**config.mk**
```make
export PLATFORM = sky130hd
export DESIGN_NAME = positional_list_engine_core_flat
export DESIGN_NICKNAME = d
export VERILOG_FILES = /design/src/hw/rtl/ple_pkg.sv /design/src/hw/rtl/ple_if.sv /design/src/hw/rtl/ple_ctrl.sv /design/src/hw/rtl/ple_dpath.sv /design/src/hw/rtl/positional_list_engine_core.sv /design/src/flat_wrapper.sv
export VERILOG_INCLUDE_DIRS = /design/src /design/src/hw/rtl
export SDC_FILE = /design/constraint.sdc
export NUM_CORES = 2
export LEC_CHECK = 0
export BUFFER_PORTS_ARGS = -buffer_cell sky130_fd_sc_hd__buf_2
export CORE_ASPECT_RATIO = 0.9
export CORE_MARGIN = 1
export CORE_UTILIZATION = 50
export CTS_CLUSTER_SIZE = 16
export DETAILED_ROUTE_END_ITERATION = 10
export PLACE_DENSITY = 0.78
export SETUP_SLACK_MARGIN = 0.3
export SLEW_MARGIN = 10
export SYNTH_ARGS = -nofsm -noshare
export SYNTH_HDL_FRONTEND = slang
export SYNTH_SLANG_ARGS = --single-unit
```
**constraint.sdc**
```tcl
create_clock -name clock -period 5.7 [get_ports clock]
set_clock_uncertainty 0.1 [all_clocks]
set_input_delay 0.285 -clock clock [delete_from_list [all_inputs] [get_ports clock]]
set_output_delay 0.285 -clock clock [all_outputs]
set_load 0.02 [all_outputs]
```
**src/hw/rtl/positional_list_engine_core_macros.svh**
```systemverilog
// Assertion macros for the positional list engine.
// No dependencies.
`ifndef POSITIONAL_LIST_ENGINE_CORE_MACROS_SVH
`define POSITIONAL_LIST_ENGINE_CORE_MACROS_SVH
`ifndef SYNTH
`define PLE_ASSERT_IMPL(label, clk, rst, prop, msg) \
   label: assert property (@(posedge clk) disable iff (rst) prop) else $error(msg);
`define PLE_ASSERT_ALWAYS(label, clk, prop, msg) \
   label: assert property (@(posedge clk) prop) else $error(msg);
`else
`define PLE_ASSERT_IMPL(label, clk, rst, prop, msg)
`define PLE_ASSERT_ALWAYS(label, clk, prop, msg)
`endif
`endif

```
**src/hw/rtl/ple_pkg.sv**
```systemverilog
// Shared types and codes for the positional list engine.
// No dependencies.
package ple_pkg;
   localparam int CAPACITY = 64;   // list depth, bounded by the 7-bit position field

   localparam int MODE_W = 3;
   localparam int VAL_W  = 32;
   localparam int POS_W  = 7;
   localparam int STAT_W = 2;

   localparam logic [MODE_W-1:0] MODE_INSERT  = 3'd0;
   localparam logic [MODE_W-1:0] MODE_DELETE  = 3'd1;
   localparam logic [MODE_W-1:0] MODE_SEARCH  = 3'd2;
   localparam logic [MODE_W-1:0] MODE_DEL_ALL = 3'd3;
   localparam logic [MODE_W-1:0] MODE_QUERY   = 3'd4;

   localparam logic [STAT_W-1:0] STAT_OK        = 2'd0;
   localparam logic [STAT_W-1:0] STAT_BAD_POS   = 2'd1;
   localparam logic [STAT_W-1:0] STAT_FULL      = 2'd2;
   localparam logic [STAT_W-1:0] STAT_NOT_FOUND = 2'd3;

   // controller -> datapath
   typedef struct packed {
      logic load;      // capture request
      logic scan_init; // set scan pointers
      logic scan_step; // one memory read/write step
      logic finish;    // commit length, build result
   } cmd_type;

   // datapath -> controller
   typedef struct packed {
      logic scan_done;
      logic needs_scan;
   } stat_type;
endpackage

```
**src/hw/rtl/ple_if.sv**
```systemverilog
// Valid/ready channel interfaces for the positional list engine.
// Depends on ple_pkg.
interface ple_req_if;
   logic                      valid;
   logic                      ready;
   logic [ple_pkg::MODE_W-1:0] mode;
   logic signed [ple_pkg::VAL_W-1:0] value;
   logic [ple_pkg::POS_W-1:0]  position;
   modport source (output valid, mode, value, position, input ready);
   modport sink   (input valid, mode, value, position, output ready);
endinterface

interface ple_rsp_if;
   logic                       valid;
   logic                       ready;
   logic [ple_pkg::STAT_W-1:0] status;
   logic [ple_pkg::POS_W-1:0]  found_position;
   logic signed [ple_pkg::VAL_W-1:0] removed_value;
   logic [ple_pkg::POS_W-1:0]  length;
   logic                       is_empty;
   modport source (output valid, status, found_position, removed_value, length, is_empty,
                   input ready);
   modport sink   (input valid, status, found_position, removed_value, length, is_empty,
                   output ready);
endinterface

```
**src/hw/rtl/ple_ctrl.sv**
```systemverilog
// Sequencer for the positional list engine.
// Depends on ple_pkg.
module ple_ctrl (
   input  logic              clock,
   input  logic              reset,
   input  logic              req_valid,
   output logic              req_ready,
   output logic              rsp_valid,
   input  logic              rsp_ready,
   input  ple_pkg::stat_type stat,
   output ple_pkg::cmd_type  cmd
);
   import ple_pkg::*;

   typedef enum logic [2:0] {S_IDLE, S_DECODE, S_SCAN, S_FINISH, S_RESP} state_type;
   state_type state_ff, state_in;
   logic      rsp_valid_ff, rsp_valid_in;

   // a new item is taken once the last result has left or is leaving
   assign req_ready = (state_ff == S_IDLE) && (!rsp_valid_ff || rsp_ready);
   assign rsp_valid = rsp_valid_ff;

   always_comb begin
      cmd = '0;
      state_in = state_ff;
      rsp_valid_in = rsp_valid_ff && !rsp_ready;
      case (state_ff)
         S_IDLE: begin
            if (req_valid && req_ready) begin
               cmd.load = 1'b1;
               state_in = S_DECODE;
            end
         end
         S_DECODE: begin
            cmd.scan_init = 1'b1;
            state_in = stat.needs_scan ? S_SCAN : S_FINISH;
         end
         S_SCAN: begin
            cmd.scan_step = 1'b1;
            if (stat.scan_done) state_in = S_FINISH;
         end
         S_FINISH: begin
            cmd.finish = 1'b1;
            rsp_valid_in = 1'b1;
            state_in = S_IDLE;
         end
         default: state_in = S_IDLE;
      endcase
   end

   always_ff @(posedge clock) begin
      if (reset) begin
         state_ff <= S_IDLE;
         rsp_valid_ff <= 1'b0;
      end else begin
         state_ff <= state_in;
         rsp_valid_ff <= rsp_valid_in;
      end
   end
endmodule

```
**src/hw/rtl/ple_dpath.sv**
```systemverilog
// List memory, scan pointers and result registers.
// Depends on ple_pkg.
module ple_dpath (
   input  logic                                   clock,
   input  logic                                   reset,
   input  ple_pkg::cmd_type                       cmd,
   output ple_pkg::stat_type                      stat,
   input  logic [ple_pkg::MODE_W-1:0]             req_mode,
   input  logic signed [ple_pkg::VAL_W-1:0]       req_value,
   input  logic [ple_pkg::POS_W-1:0]              req_position,
   output logic [ple_pkg::STAT_W-1:0]             rsp_status,
   output logic [ple_pkg::POS_W-1:0]              rsp_found_position,
   output logic signed [ple_pkg::VAL_W-1:0]       rsp_removed_value,
   output logic [$clog2(ple_pkg::CAPACITY+1)-1:0] rsp_length,
   output logic                                   rsp_is_empty
);
   import ple_pkg::*;

   localparam int AW = $clog2(CAPACITY);
   localparam int CW = $clog2(CAPACITY+1);

   logic [VAL_W-1:0] mem [CAPACITY];

   logic [MODE_W-1:0] mode_ff;
   logic [VAL_W-1:0]  val_ff;
   logic [CW:0]       pos_ff;   // position, one bit of headroom
   logic [CW-1:0]     count_ff, count_in;
   logic [CW-1:0]     rd_ff;    // slot being worked on
   logic [CW-1:0]     wr_ff;    // compaction index
   logic [CW-1:0]     end_ff;   // scan stop
   logic              phase_ff; // 0: read issued, 1: read data ready
   logic              ok_ff;    // request passed its check
   logic [STAT_W-1:0] stat_ff;
   logic [POS_W-1:0]  found_ff;
   logic [VAL_W-1:0]  rem_ff;
   logic [VAL_W-1:0]  rdata_ff; // registered memory read
   logic [STAT_W-1:0] rs_ff;
   logic [POS_W-1:0]  rf_ff;
   logic [VAL_W-1:0]  rr_ff;
   logic [CW-1:0]     rl_ff;
   logic [CW:0]       cnt_ext;

   logic [CW-1:0]     pos_m1;
   logic [CW-1:0]     rd_up;
   logic [CW-1:0]     rd_dn;
   logic              last_slot;
   logic              keep_item;
   logic              chk_ok;
   logic [STAT_W-1:0] chk_stat;
   logic              mem_we;
   logic [AW-1:0]     mem_waddr;
   logic [AW-1:0]     mem_raddr;
   logic [VAL_W-1:0]  mem_wdata;

   assign cnt_ext   = {1'b0, count_ff};
   assign pos_m1    = CW'(pos_ff - (CW+1)'(1));
   assign rd_up     = rd_ff + CW'(1);
   assign rd_dn     = rd_ff - CW'(1);
   assign last_slot = (rd_ff == end_ff);
   assign keep_item = (rdata_ff != val_ff);
   // insert walks down and copies from the slot below
   assign mem_raddr = (mode_ff == MODE_INSERT) ? rd_dn[AW-1:0] : rd_ff[AW-1:0];

   // request check, evaluated while decoding
   always_comb begin
      chk_stat = STAT_OK;
      chk_ok   = 1'b0;
      case (mode_ff)
         MODE_INSERT: begin
            if (pos_ff == '0 || pos_ff > cnt_ext + (CW+1)'(1)) chk_stat = STAT_BAD_POS;
            else if (cnt_ext >= (CW+1)'(CAPACITY)) chk_stat = STAT_FULL;
            else chk_ok = 1'b1;
         end
         MODE_DELETE: begin
            if (pos_ff == '0 || pos_ff > cnt_ext) chk_stat = STAT_BAD_POS;
            else chk_ok = 1'b1;
         end
         MODE_SEARCH, MODE_DEL_ALL: begin
            if (count_ff == '0) chk_stat = STAT_NOT_FOUND;
            else chk_ok = 1'b1;
         end
         default: ;
      endcase
   end

   always_comb begin
      stat.needs_scan = chk_ok;
      case (mode_ff)
         MODE_INSERT: stat.scan_done = last_slot;
         MODE_SEARCH: stat.scan_done = phase_ff && (last_slot || rdata_ff == val_ff);
         default:     stat.scan_done = phase_ff && last_slot;
      endcase
   end

   // single write port
   always_comb begin
      mem_we    = 1'b0;
      mem_waddr = rd_ff[AW-1:0];
      mem_wdata = rdata_ff;
      if (cmd.scan_step) begin
         case (mode_ff)
            MODE_INSERT: begin
               if (last_slot) begin
                  mem_we    = 1'b1;
                  mem_wdata = val_ff;
               end else if (phase_ff) begin
                  mem_we = 1'b1;
               end
            end
            MODE_DELETE: begin
               if (phase_ff && rd_ff != pos_m1) begin
                  mem_we    = 1'b1;
                  mem_waddr = rd_dn[AW-1:0];
               end
            end
            MODE_DEL_ALL: begin
               if (phase_ff && keep_item) begin
                  mem_we    = 1'b1;
                  mem_waddr = wr_ff[AW-1:0];
               end
            end
            default: ;
         endcase
      end
   end

   always_ff @(posedge clock) begin
      if (mem_we) mem[mem_waddr] <= mem_wdata;
      rdata_ff <= mem[mem_raddr];
   end

   always_ff @(posedge clock) begin
      if (reset) begin
         count_ff <= '0;
      end else if (cmd.finish) begin
         count_ff <= count_in;
      end
   end

   always_comb begin
      count_in = count_ff;
      if (ok_ff) begin
         case (mode_ff)
            MODE_INSERT:  count_in = count_ff + CW'(1);
            MODE_DELETE:  count_in = count_ff - CW'(1);
            MODE_DEL_ALL: count_in = wr_ff;
            default:      count_in = count_ff;
         endcase
      end
   end

   always_ff @(posedge clock) begin
      if (cmd.load) begin
         mode_ff  <= req_mode;
         val_ff   <= req_value;
         pos_ff   <= (CW+1)'(req_position);
         found_ff <= '0;
         rem_ff   <= '0;
         stat_ff  <= STAT_OK;
      end
      if (cmd.scan_init) begin
         stat_ff  <= chk_stat;
         ok_ff    <= chk_ok;
         phase_ff <= 1'b0;
         wr_ff    <= '0;
         case (mode_ff)
            MODE_INSERT: begin
               rd_ff  <= count_ff;   // slot being filled
               end_ff <= pos_m1;     // stop at insertion slot
            end
            MODE_DELETE: begin
               rd_ff  <= pos_m1;
               end_ff <= count_ff - CW'(1);
            end
            default: begin
               rd_ff  <= '0;
               end_ff <= count_ff - CW'(1);
            end
         endcase
      end
      if (cmd.scan_step) begin
         phase_ff <= !phase_ff;
         case (mode_ff)
            MODE_INSERT: begin
               if (phase_ff) rd_ff <= rd_dn;
            end
            MODE_DELETE: begin
               if (phase_ff) begin
                  if (rd_ff == pos_m1) rem_ff <= rdata_ff;
                  rd_ff <= rd_up;
               end
            end
            MODE_SEARCH: begin
               if (phase_ff) begin
                  if (rdata_ff == val_ff) found_ff <= POS_W'(rd_ff) + POS_W'(1);
                  else if (last_slot) stat_ff <= STAT_NOT_FOUND;
                  rd_ff <= rd_up;
               end
            end
            MODE_DEL_ALL: begin
               if (phase_ff) begin
                  if (keep_item) wr_ff <= wr_ff + CW'(1);
                  if (last_slot && (wr_ff + CW'(keep_item)) == count_ff)
                     stat_ff <= STAT_NOT_FOUND;
                  rd_ff <= rd_up;
               end
            end
            default: ;
         endcase
      end
      if (cmd.finish) begin
         rs_ff <= stat_ff;
         rf_ff <= found_ff;
         rr_ff <= rem_ff;
         rl_ff <= count_in;
      end
   end

   assign rsp_status         = rs_ff;
   assign rsp_found_position = rf_ff;
   assign rsp_removed_value  = rr_ff;
   assign rsp_length         = rl_ff;
   assign rsp_is_empty       = (rl_ff == '0);
endmodule

```
**src/hw/rtl/positional_list_engine_core.sv**
```systemverilog
// Positional list engine: ordered list of signed 32-bit items.
// Query, unused modes and rejected requests skip the scan; scans step through
// the entries (shift, search or compaction), insert with a final step for its write.
// One item in flight; a new item is taken as the last result leaves.
// Synchronous active-high reset empties the list; entry contents stay undefined.
`include "positional_list_engine_core_macros.svh"
module positional_list_engine_core (
   input  logic clock,
   input  logic reset,
   ple_req_if.sink   req,
   ple_rsp_if.source rsp
);
   import ple_pkg::*;

   localparam int CW = $clog2(CAPACITY+1);

   cmd_type  cmd;
   stat_type stat;
   logic [CW-1:0] len;
   logic          len_zero;
   logic          req_fire;
   logic          rsp_stall;

   // sequencer: handshake and step control
   ple_ctrl u_ctrl (
      .clock, .reset,
      .req_valid (req.valid), .req_ready (req.ready),
      .rsp_valid (rsp.valid), .rsp_ready (rsp.ready),
      .stat, .cmd
   );

   // datapath: list memory and result registers
   ple_dpath u_dpath (
      .clock, .reset, .cmd, .stat,
      .req_mode (req.mode), .req_value (req.value), .req_position (req.position),
      .rsp_status (rsp.status), .rsp_found_position (rsp.found_position),
      .rsp_removed_value (rsp.removed_value), .rsp_length (len),
      .rsp_is_empty (rsp.is_empty)
   );

   assign rsp.length = POS_W'(len);

   assign len_zero  = (len == '0);
   assign req_fire  = req.valid && req.ready;
   assign rsp_stall = rsp.valid && !rsp.ready;

   `PLE_ASSERT_IMPL(a_empty, clock, reset, rsp.valid |-> (rsp.is_empty == len_zero), "empty flag")
   `PLE_ASSERT_IMPL(a_hold, clock, reset, rsp_stall |=> rsp.valid, "result dropped")
   `PLE_ASSERT_IMPL(a_busy, clock, reset, req_fire |-> (!rsp.valid || rsp.ready), "busy accept")
   `PLE_ASSERT_IMPL(a_cap, clock, reset, rsp.valid |-> (len <= CW'(CAPACITY)), "length overflow")
   `PLE_ASSERT_ALWAYS(a_rst, clock, reset |=> !rsp.valid, "valid after reset")
endmodule

```
**src/flat_wrapper.sv**
```systemverilog
// flat-port wrapper written by rule: the top's interface ports become plain ports
module positional_list_engine_core_flat import ple_pkg::*;
  (clock, reset, req_valid, req_mode, req_value, req_position, req_ready, rsp_valid, rsp_status, rsp_found_position, rsp_removed_value, rsp_length, rsp_is_empty, rsp_ready);
  ple_req_if req_i ();
  ple_rsp_if rsp_i ();
  input  logic clock;
  input  logic reset;
  input wire logic [$bits(req_i.valid)-1:0] req_valid;
  input wire logic [$bits(req_i.mode)-1:0] req_mode;
  input wire logic [$bits(req_i.value)-1:0] req_value;
  input wire logic [$bits(req_i.position)-1:0] req_position;
  output wire logic [$bits(req_i.ready)-1:0] req_ready;
  output wire logic [$bits(rsp_i.valid)-1:0] rsp_valid;
  output wire logic [$bits(rsp_i.status)-1:0] rsp_status;
  output wire logic [$bits(rsp_i.found_position)-1:0] rsp_found_position;
  output wire logic [$bits(rsp_i.removed_value)-1:0] rsp_removed_value;
  output wire logic [$bits(rsp_i.length)-1:0] rsp_length;
  output wire logic [$bits(rsp_i.is_empty)-1:0] rsp_is_empty;
  input wire logic [$bits(rsp_i.ready)-1:0] rsp_ready;
  assign req_i.valid = req_valid;
  assign req_i.mode = req_mode;
  assign req_i.value = req_value;
  assign req_i.position = req_position;
  assign req_ready = req_i.ready;
  assign rsp_valid = rsp_i.valid;
  assign rsp_status = rsp_i.status;
  assign rsp_found_position = rsp_i.found_position;
  assign rsp_removed_value = rsp_i.removed_value;
  assign rsp_length = rsp_i.length;
  assign rsp_is_empty = rsp_i.is_empty;
  assign rsp_i.ready = rsp_ready;
  positional_list_engine_core u_core (.clock(clock), .reset(reset), .req(req_i), .rsp(rsp_i));
endmodule
```
==> impl_metrics.py <==
metrics = {
    "pwr": {
        "powerDensity_nw_per_um2": 540,
        "swShare_pct": 35.3,
        "p_sw_w": 0.0186,
        "pwr-share-seq_pct": 39.6,
        "irDropWorstVdd_v": 0.000424,
        "p_int_w": 0.0342,
        "p_leak_nw": 31.0,
        "clockPowerShare_pct": 25.8,
        "power_w": 0.0529,
        "comb_power_share_pct": 34.6,
    },
    "worst_hold_path": {
        "hp-class": "in2reg",
    },
    "worst_setup_path": {
        "critical_path_arrival_ps": 5440,
        "cp-start-kind": "flip-flop",
        "worst-path-max-fanout": 17,
        "crit_end": "u_core.u_dpath.mem[61][8]$_DFFE_PP_",
        "r2r_slack_ps": 690,
        "cp_data_required_time_ps": 6130,
        "critical_path_class": "reg2reg",
        "end_kind": "flip-flop",
        "r2r_end": "u_core.u_dpath.mem[61][8]$_DFFE_PP_",
        "cp-startpoint": "u_core.u_dpath.pos_ff[0]$_DFFE_PP_",
        "worst-r2r-cell-count": 12,
        "timing.rr.start": "u_core.u_dpath.pos_ff[0]$_DFFE_PP_",
    },
    "final_layout": {
        "fill_cells": 11835,
        "nNetsFinal": 4534,
        "syn_to_final_growth_pct": 13.4,
        "multiInputGateArea_sq_um": 19600,
        "register_area_sq_um": 66400,
        "drive_above_1_share_pct": 25.9,
    },
    "synthesis": {
        "synth_edf_count": 2147,
        "avgSynthCellArea_sq_um": 20.7,
        "synth_warnings": 0,
        "synth_area_sq_um": 86400,
        "synth_seq_cells": 2244,
        "synthCells": 4180,
        "syn_nets": 4253,
        "ys_types": 74,
        "synthArstFlopShare_pct": 0,
        "synthFlopType": "edfxtp_1",
        "yosysSeqAreaShare_pct": 76.8,
    },
    "status": {
        "status": "finished clean",
    },
    "clocking": {
        "cts_buffers": 205,
        "cts_tree": "yes",
        "cts_root_buf": "clkbuf_16",
        "cts.clk_slew.worst_paths_ps": 60,
        "clock_path_buffers": 3,
        "cts_sinks": 2244,
        "htree_num_levels": 4,
        "clock_latency_ps": 860,
    },
    "placed_design": {
        "gp_congestion": 1.02,
        "pre_cts_ws_ps": 842,
        "io_buffers": 96,
        "dp_hpwl_mm": 132,
    },
    "route": {
        "wl_per_cell_um": 33.4,
        "firstDrtPassIters": 6,
        "drc": 0,
        "viasPerCell": 6.65,
        "drt_iter0_drc": 8157,
        "wl_mm": 231,
        "via_count": 45908,
        "drtAntennaViolNets": 0,
    },
    "global_route": {
        "track_usage_pct": 26.4,
        "overflow": 0,
        "first_global_vias": 44622,
        "grt_max_degree": 92,
        "grt_pass1_wl_mm": 325,
        "antenna_found_initial": 11,
    },
    "die": {
        "die-area_sq_um": 175000,
        "start_util_pct": 50.4,
        "die_x_um": 440,
        "ios": 97,
        "die_h_um": 396,
        "rows": 144,
        "core_area_sq_um": 171000,
    },
    "sta": {
        "setup_ws_ps": 694,
        "fin_setup_tns_ps": 0,
        "max_clock_freq_mhz": 200,
        "fin_crit_ps": 5010,
        "hold_viol_final": 0,
        "grt_setup_unrepaired": "false",
        "finalSetupViolCount": 0,
        "tightest_slew_ps": 1320,
        "fin_crit_sh_pct": 87.8,
        "relSlewSlack_pct": 12.0,
        "slew_violations": 0,
    },
    "job": {
        "cap_violations": 0,
    },
}
==> placed cells by master, fill, tap and decap left out, types with 70 or more instances in the layout <==
master | netlist | layout
a21oi_1 | 93 | 92
a22oi_1 | 291 | 291
buf_2 | 52 | 96
buf_4 | 0 | 145
clkbuf_16 | 0 | 209
dfxtp_1 | 97 | 97
edfxtp_1 | 2147 | 2147
mux4_2 | 512 | 512
nand2_1 | 213 | 212
nor2_1 | 122 | 71
o21ai_0 | 74 | 74
xnor2_1 | 71 | 70
==> what timing repair did <==
action                                 4_1_cts  5_1_grt
endpoints found under the hold margin       74        0
gates resized for setup                      0        0
buffers inserted                             0        0
hold buffers                                46        0
==> critical path, cell delays in order (launching register included) <==
cell	delay, ps
edfxtp_1	470
inv_1	200
ha_1	270
nor3b_1	350
xnor3_1	280
o2111a_2	170
nand3_4	140
nand3_1	120
a311oi_2	630
buf_4	260
nand4_1	560
nor2_4	870
buf_12	250
==> sequential cells by signal, indices dropped and copies added, names as in the netlist, 32 cells and up <==
name                              flops
u_core.u_dpath.mem                 2048
u_core.u_dpath.rdata_ff              32
u_core.u_dpath.rem_ff                32
u_core.u_dpath.rsp_removed_value     32
u_core.u_dpath.val_ff                32
==> cell families (layout without fill, tap and decap cells) <==
logic type      Yosys count  in the layout  synth area share (%)
flops                  2244           2244                  76.8
fa+ha+maj                27             27                 0.391
compound gates          518            518                  4.15
simple gates            485            485                  2.56
xor+xnor                 89             89                 0.951
other cells               0              5                     0
mux                     556            556                  13.9
buf+inv                 261            719                  1.22
==> cell usage after synthesis, types with 4 or more instances <==
cell / instances / share of area [%]
a21oi_1: 93 / 0.54
a22oi_1: 291 / 2.5
a31oi_1: 5 / 0.036
and2_1: 9 / 0.065
and3_1: 4 / 0.029
buf_1: 28 / 0.12
buf_2: 52 / 0.30
clkbuf_1: 153 / 0.66
dfxtp_1: 97 / 2.2
edfxtp_1: 2147 / 75
ha_1: 27 / 0.39
inv_1: 27 / 0.12
mux2_2: 35 / 0.46
mux2i_1: 9 / 0.10
mux4_2: 512 / 13
nand2_1: 213 / 0.92
nand2b_1: 5 / 0.036
nand3_1: 40 / 0.23
nand4_1: 23 / 0.17
nor2_1: 122 / 0.53
nor2b_1: 9 / 0.065
nor3_1: 30 / 0.17
nor4_1: 4 / 0.029
o211ai_1: 4 / 0.035
o21a_1: 4 / 0.035
o21ai_0: 74 / 0.43
o31ai_1: 6 / 0.052
or3_1: 4 / 0.029
or4_1: 4 / 0.035
xnor2_1: 71 / 0.72
xor2_1: 15 / 0.15
==> routing by layer <==
layer / vias to the layer above / part of all wire (%) / global-route usage (%)
met4: 8 / 5.7 / 12.5
met2: 3702 / 45 / 39.4
li1: 17960 / - / -
met3: 558 / 13 / 6.27
met5: - / 0.035 / 0
met1: 23680 / 36 / 36.9
==> power groups by stage <==
stage	clock network (W)	registers, W	logic, W
2_1_floorplan	0	0.0211	0.0106
3_3_place_gp	0	0.0212	0.0173
3_5_place_dp	0	0.0213	0.0176
4_1_cts	0.0137	0.0209	0.0179
5_1_grt	0.0143	0.0210	0.0187
6_report	0.0136	0.0209	0.0183
==> metrics by stage <==
stage	hold slack, ps	instances	instance area [sq um]	utilization [%]
floorplan	284	4180	86400	-
global placement	312	6471	90900	53.0
detailed placement	314	6471	90900	53.0
CTS	32.2	6901	98000	57.2
global route	55.4	6901	98000	57.2
finish	73.4	6906	98000	57.2
==> cell type report <==
| cell class | count | area share (%) |
|---|---|---|
| sequential | 2244 | 67.8 |
| multi-input combinational | 1675 | 20.0 |
| clock buffer | 261 | 5.67 |
| tap | 2263 | 2.89 |
| timing repair buffer | 308 | 2.50 |
| clock inverter | 123 | 1.08 |
| inverter | 27 | 0.103 |
| antenna | 5 | 0.0128 |
==> how the worst min path moves through the flow <==
stage	startpoint	to	slack (ps)	cells after the start
after floorplan	req_mode[0]	u_core.u_dpath.mode_ff[0]$_DFFE_PP_	280	0
after global placement	u_core.u_dpath.rem_ff[25]$_DFF_P_	u_core.u_dpath.rsp_removed_value[25]$_DFFE_PP_	310	0
after detailed placement	u_core.u_dpath.rem_ff[24]$_DFF_P_	u_core.u_dpath.rsp_removed_value[24]$_DFFE_PP_	310	0
after CTS	req_position[6]	u_core.u_dpath.pos_ff[6]$_DFFE_PP_	30	2
after global routing	req_mode[1]	u_core.u_dpath.mode_ff[1]$_DFFE_PP_	60	2
final	req_position[6]	u_core.u_dpath.pos_ff[6]$_DFFE_PP_	70	2
Power figures use the tool's default switching activity.
